==> src/sv/sfds_pkg.sv <==
// ----------------------------------------------------------------------------
// sfds_pkg
// Shared constants, types and helpers of the speed-from-distance smoother.
// ----------------------------------------------------------------------------
`default_nettype none

package sfds_pkg;

   localparam int MAX_WINDOW  = 1024;
   localparam int SLOT_W      = (MAX_WINDOW > 1) ? $clog2(MAX_WINDOW) : 1;
   localparam int CNT_W       = SLOT_W + 1;
   localparam int CFG_W       = 11;
   localparam int SPEED_W     = 32;
   localparam int SUM_W       = SPEED_W + SLOT_W;
   localparam int DIV_W       = (SUM_W > 44) ? SUM_W : 44;
   localparam int DIVISOR_W   = 32;
   localparam int DIV_CNT_W   = $clog2(DIV_W + 1);
   localparam int KPH_SCALE   = 3600;

   typedef logic signed [SPEED_W-1:0] speed_type;

   typedef struct packed {
      logic load;
      logic prep;
      logic mul;
      logic div1_start;
      logic raw;
      logic acc;
      logic div2_start;
      logic emit;
   } cmd_type;

   typedef struct packed {
      logic div_busy;
      logic div_done;
   } status_type;

   // Saturate a sign and magnitude pair to a signed 32-bit speed.
   function automatic speed_type sat_speed(input logic neg, input logic [DIV_W-1:0] mag);
      speed_type res;
      if (!neg) begin
         if (mag > DIV_W'(32'h7FFF_FFFF)) begin
            res = 32'sh7FFF_FFFF;
         end else begin
            res = speed_type'(mag[SPEED_W-1:0]);
         end
      end else begin
         if (mag > DIV_W'(32'h8000_0000)) begin
            res = speed_type'(32'h8000_0000);
         end else begin
            res = speed_type'(~mag[SPEED_W-1:0] + 32'd1);
         end
      end
      return res;
   endfunction

endpackage

`default_nettype wire

==> src/sv/sfds_ctrl.sv <==
// ----------------------------------------------------------------------------
// sfds_ctrl
// Controller: sequences one request through the datapath, owns the handshakes.
// ----------------------------------------------------------------------------
`default_nettype none

module sfds_ctrl
   import sfds_pkg::*;
(
   input  wire logic       clock,
   input  wire logic       reset,
   input  wire logic       req_valid,
   output      logic       req_ready,
   output      logic       rsp_valid,
   input  wire logic       rsp_ready,
   output      cmd_type    cmd,
   input  wire status_type status
);

   localparam logic [3:0] S_IDLE = 4'd0;
   localparam logic [3:0] S_PREP = 4'd1;
   localparam logic [3:0] S_MUL  = 4'd2;
   localparam logic [3:0] S_ST1  = 4'd3;
   localparam logic [3:0] S_W1   = 4'd4;
   localparam logic [3:0] S_RAW  = 4'd5;
   localparam logic [3:0] S_ACC  = 4'd6;
   localparam logic [3:0] S_ST2  = 4'd7;
   localparam logic [3:0] S_W2   = 4'd8;
   localparam logic [3:0] S_FIN  = 4'd9;

   logic [3:0] state_ff;
   logic [3:0] state_in;
   logic       rsp_valid_ff;
   logic       rsp_valid_in;

   always_comb begin
      state_in = state_ff;
      cmd      = '0;
      case (state_ff)
         S_IDLE: begin
            if (req_valid) begin
               cmd.load = 1'b1;
               state_in = S_PREP;
            end
         end
         S_PREP: begin
            cmd.prep = 1'b1;
            state_in = S_MUL;
         end
         S_MUL: begin
            cmd.mul  = 1'b1;
            state_in = S_ST1;
         end
         S_ST1: begin
            cmd.div1_start = 1'b1;
            state_in       = S_W1;
         end
         S_W1: begin
            if (status.div_done) begin
               state_in = S_RAW;
            end
         end
         S_RAW: begin
            cmd.raw  = 1'b1;
            state_in = S_ACC;
         end
         S_ACC: begin
            cmd.acc  = 1'b1;
            state_in = S_ST2;
         end
         S_ST2: begin
            cmd.div2_start = 1'b1;
            state_in       = S_W2;
         end
         S_W2: begin
            if (status.div_done) begin
               state_in = S_FIN;
            end
         end
         S_FIN: begin
            // hold until the output register is free
            if (!rsp_valid_ff || rsp_ready) begin
               cmd.emit = 1'b1;
               state_in = S_IDLE;
            end
         end
         default: begin
            state_in = S_IDLE;
         end
      endcase
      if (cmd.emit) begin
         rsp_valid_in = 1'b1;
      end else if (rsp_ready) begin
         rsp_valid_in = 1'b0;
      end else begin
         rsp_valid_in = rsp_valid_ff;
      end
   end

   always_ff @(posedge clock) begin
      if (reset) begin
         state_ff     <= S_IDLE;
         rsp_valid_ff <= 1'b0;
      end else begin
         state_ff     <= state_in;
         rsp_valid_ff <= rsp_valid_in;
      end
   end

   assign req_ready = (state_ff == S_IDLE);
   assign rsp_valid = rsp_valid_ff;

endmodule

`default_nettype wire
==> config.mk <==
export PLATFORM = sky130hd
export DESIGN_NAME = sfds_ctrl
export DESIGN_NICKNAME = d
export VERILOG_FILES = /design/src/sv/sfds_pkg.sv /design/src/sv/sfds_ctrl.sv
export SDC_FILE = /design/constraint.sdc
export NUM_CORES = 1
export LEC_CHECK = 0
export ABC_AREA = 1
export CAP_MARGIN = 20
export CELL_PAD_IN_SITES_DETAIL_PLACEMENT = 1
export CELL_PAD_IN_SITES_GLOBAL_PLACEMENT = 1
export CORE_AREA = 2 2 39 41
export DETAILED_ROUTE_END_ITERATION = 10
export DIE_AREA = 0 0 41 43
export DONT_BUFFER_PORTS = 1
export PLACE_DENSITY_LB_ADDON = 0.1
export SKIP_LAST_GASP = 1
export SLEW_MARGIN = 20
export SYNTH_ARGS = -nofsm -noshare
export SYNTH_HDL_FRONTEND = slang
export SYNTH_SLANG_ARGS = --single-unit
==> constraint.sdc <==
create_clock -name clock -period 1.2 [get_ports clock]
set_input_delay 0.06 -clock clock [delete_from_list [all_inputs] [get_ports clock]]
set_output_delay 0.06 -clock clock [all_outputs]
set_load 0.1 [all_outputs]
**After elaboration in Yosys (flattened, before gate mapping)**

Index checks and enable logic that the tools add are counted.
W data, S select, Z words.

- Register bits: 5
- Input port bits: 6
- Output and inout port bits: 10
- Word-level logic and storage cells: 37

- Equal/unequal tests: 13
- Multiplexer cells: 17
- Reduce and logical (&&, ||, !) cells: 5

Operators by type and width:

| operator | count |
|---|---|
| $pmux W4 S10 | 1 |
| $eq A4 B3 Y1 const B | 4 |
| $mux W4 | 4 |
| $mux W1 | 12 |
| $eq A4 B2 Y1 const B | 2 |
| $eq A4 B4 Y1 const B | 2 |
| $ne A2 B2 Y1 const B | 4 |
| $eq A4 B1 Y1 const B | 1 |
| $logic_not A4 Y1 | 1 |
| $reduce_and A4 Y1 | 1 |
| $reduce_bool A2 Y1 | 1 |
| $logic_not A1 Y1 | 1 |
| $logic_or A1 B1 Y1 | 1 |

**Depth between registers and ports, before layout**

- Depth in word-level cells: 5
- Mapped depth: 8
- Gate-level depth less buffers: 8

**Worst setup path after synthesis**

OpenSTA, ideal clock, no wires.

- Path kind: reg-to-output
- Start: register state_ff[3]
- End: output cmd[5] in the netlist's numbering
- Data arrival time: 2.623 ns
- Required time: 1.140 ns
- Path slack: -1.483 ns
- Cell stages (with the launch flop): 4
- Path buffers: 0
- Cell sequence: dfxtp_1 nor2_1 inv_1 nor3_1

RTL lines:

| element | line | text |
|---|---|---|
| start: declaration | sfds_ctrl.sv:31 | `logic [3:0] state_ff;` |
| start signal: assignment | sfds_ctrl.sv:105 | `state_ff <= state_in;` |
| end: declaration | sfds_ctrl.sv:16 | `output cmd_type cmd,` |

==> flow_summary.yaml <==
critical_path:
  worst_ep_required_time_ns: 1.14
  startpoint_type: "flop"
  crit_start: "state_ff[0]"
  cp.arrival_ns: 1.22
  cp_max_fo: 4
  rr_startpoint: "state_ff[1]"
  critPathKind: "reg2out"
  r2r_cells: 6
  r2r_slack_ns: -0.03
  reg2reg_to: "state_ff[0]"
  cp-end-kind: "output port"
routing:
  wl_met3_microns: 44
  drcViolationCount: 0
  drtIter0Drc: 4
  wire_per_inst_microns: 11.9
  ant_nets: 0
  wl_microns: 1160
  vias: 459
  routedLengthMet1_microns: 479
  vias_per_cell: 4.68
  top_layer: "met4"
  dr.pass1.iters: 3
  dr_wl_met2_microns: 629
run_status:
  status: "finished with violations"
  violations: "setup timing"
placement:
  place_ws_ns: -0.00566
  gp_congestion: 0.776
  port_buffers: 0
  place_hpwl_microns: 854
  place_inst: 84
grt:
  grt_use_total: 0.171
  grt_max_degree: 7
  antenna_found_initial: 0
  grt_pass1_vias: 444
  grt_pass1_wl_microns: 1950
  grt_overflow: 0
logic_synthesis:
  seq_area_frac_synth: 0.272
  yosysWarnings: 0
  synth_area_leader_cell: "dfxtp_1"
  yosys_register_bits: 5
  synth_cells: 57
  synth_ff_type: "dfxtp_1"
  synthArstFlopShare: 0
  synth_edf_count: 0
  yosysMostFrequentCell: "nor2_1"
  synth_cell_types: 19
  synth_commonest_cells: "nor2_1, inv_1, nand2_1"
  syn_area_per_cell_sq_um: 6.45
  yosys-top-cells-area: "dfxtp_1, nor2_1, nand2_2"
  synth_top_area_share: 0.272
  syn-num-nets: 63
  syn-cell-area_sq_um: 368
timing:
  maxSlewViolCount: 0
  finClkSkew_ns: 0.000481
  rsz0062_at_grt: "yes"
  period_share: 1.07
  max_freq_mhz: 779
  min_period_ns: 1.28
  hold_viol_final: 0
  setup-violations-final: 8
  worst_slack_ns: -0.0833
  tightest_slew_ns: 0.296
  slew_headroom: 0.802
  tns_ns: -0.442
clock_tree:
  cts_sinks: 5
  insertion_delay_ns: 0.23
  numCtsBuffers: 3
  path_clk_slew_ns: 0.04
  cts_root_buf: "clkbuf_4"
  h-tree-depth: 1
  max-clock-path-buffers: 2
  cts_tree: "done"
finish:
  finalNetCount: 89
  fin_cells: 98
  drive_gt1_frac: 0.707
  final_util: 0.601
  diodes: 0
  area.growth.synth_to_final_pct: 126
floorplan:
  rows: 14
  dieArea_sq_um: 1760
  core_sq_um: 1380
  fp.dieW_microns: 41
  ioPinCount: 16
  start_util: 0.266
  dieHeight_microns: 43
hold_path:
  whs_path_depth: 3
  min_from: "rsp_ready"
  hold_end: "rsp_valid"
  hold_path_class: "in2reg"
job:
  cap_violations: 0
[state kept, by name (all words and copies together) (netlist names)]
register,count
state_ff,4
rsp_valid,1
[final cells by class]
class	count	area, sq um
Timing Repair Buffer	22	293
Inverter	10	48.8
Clock buffer	4	26.3
Fill cell	157	552
Sequential cell	5	119
Multi-Input combinational cell	41	325
Tap cell	16	20.0
[worst max path at each step]
stage                             end  slack [ns]  cells after the start
after floorplan                cmd[5]       -0.22                      3
after global placement    state_ff[0]        0.01                      6
after detailed placement  state_ff[0]      -0.006                      6
after CTS                      cmd[0]       -0.08                      5
after global routing           cmd[3]       -0.15                      6
final                          cmd[3]       -0.08                      6
[per-stage QoR]
step,area (sq um),hold WS [ns]
finish,832,0.0485
global route,832,0.0681
CTS,817,0.0462
detailed placement,688,0.120
global placement,688,0.119
floorplan,467,0.118
[logic make-up after synthesis]
logic type / after synthesis / synth area share
AND/OR/NAND/NOR: 37 / 0.541
buffers and inverters: 11 / 0.122
flip-flops: 5 / 0.272
AO/OA/AOI/OAI: 4 / 0.0646
[cells in the final DEF (no fill, tap or decap), types with 4 or more instances in the layout]
cell type / n
nor2_4: 6
buf_12: 10
nor2_1: 5
nor3_4: 4
buf_4: 11
inv_2: 4
nand2_2: 4
nand2_1: 6
dfxtp_4: 5
[timing repair]
action                                 CTS  global route
setup endpoints to repair               10            12
resized for setup                        6             3
hold buffers                             1             0
pin swaps                                3             1
endpoints found under the hold margin    5             0
buffers inserted                         8             1
[layer usage]
layer | GRT usage | up-vias
met5 | 0 | -
met4 | 0.100 | 0
met3 | 0.0366 | 2
met2 | 0.272 | 10
met1 | 0.199 | 214
li1 | - | 233
[worst max-delay path: stages, from the launching register on]
cell,delay (ns)
dfxtp_4,0.37
inv_4,0.05
nor2_4,0.09
inv_2,0.07
buf_12,0.13
nor2_4,0.09
buf_12,0.18
Power is not shown: default switching activity piles up to over one toggle a cycle in this logic, so the estimate is an artifact.
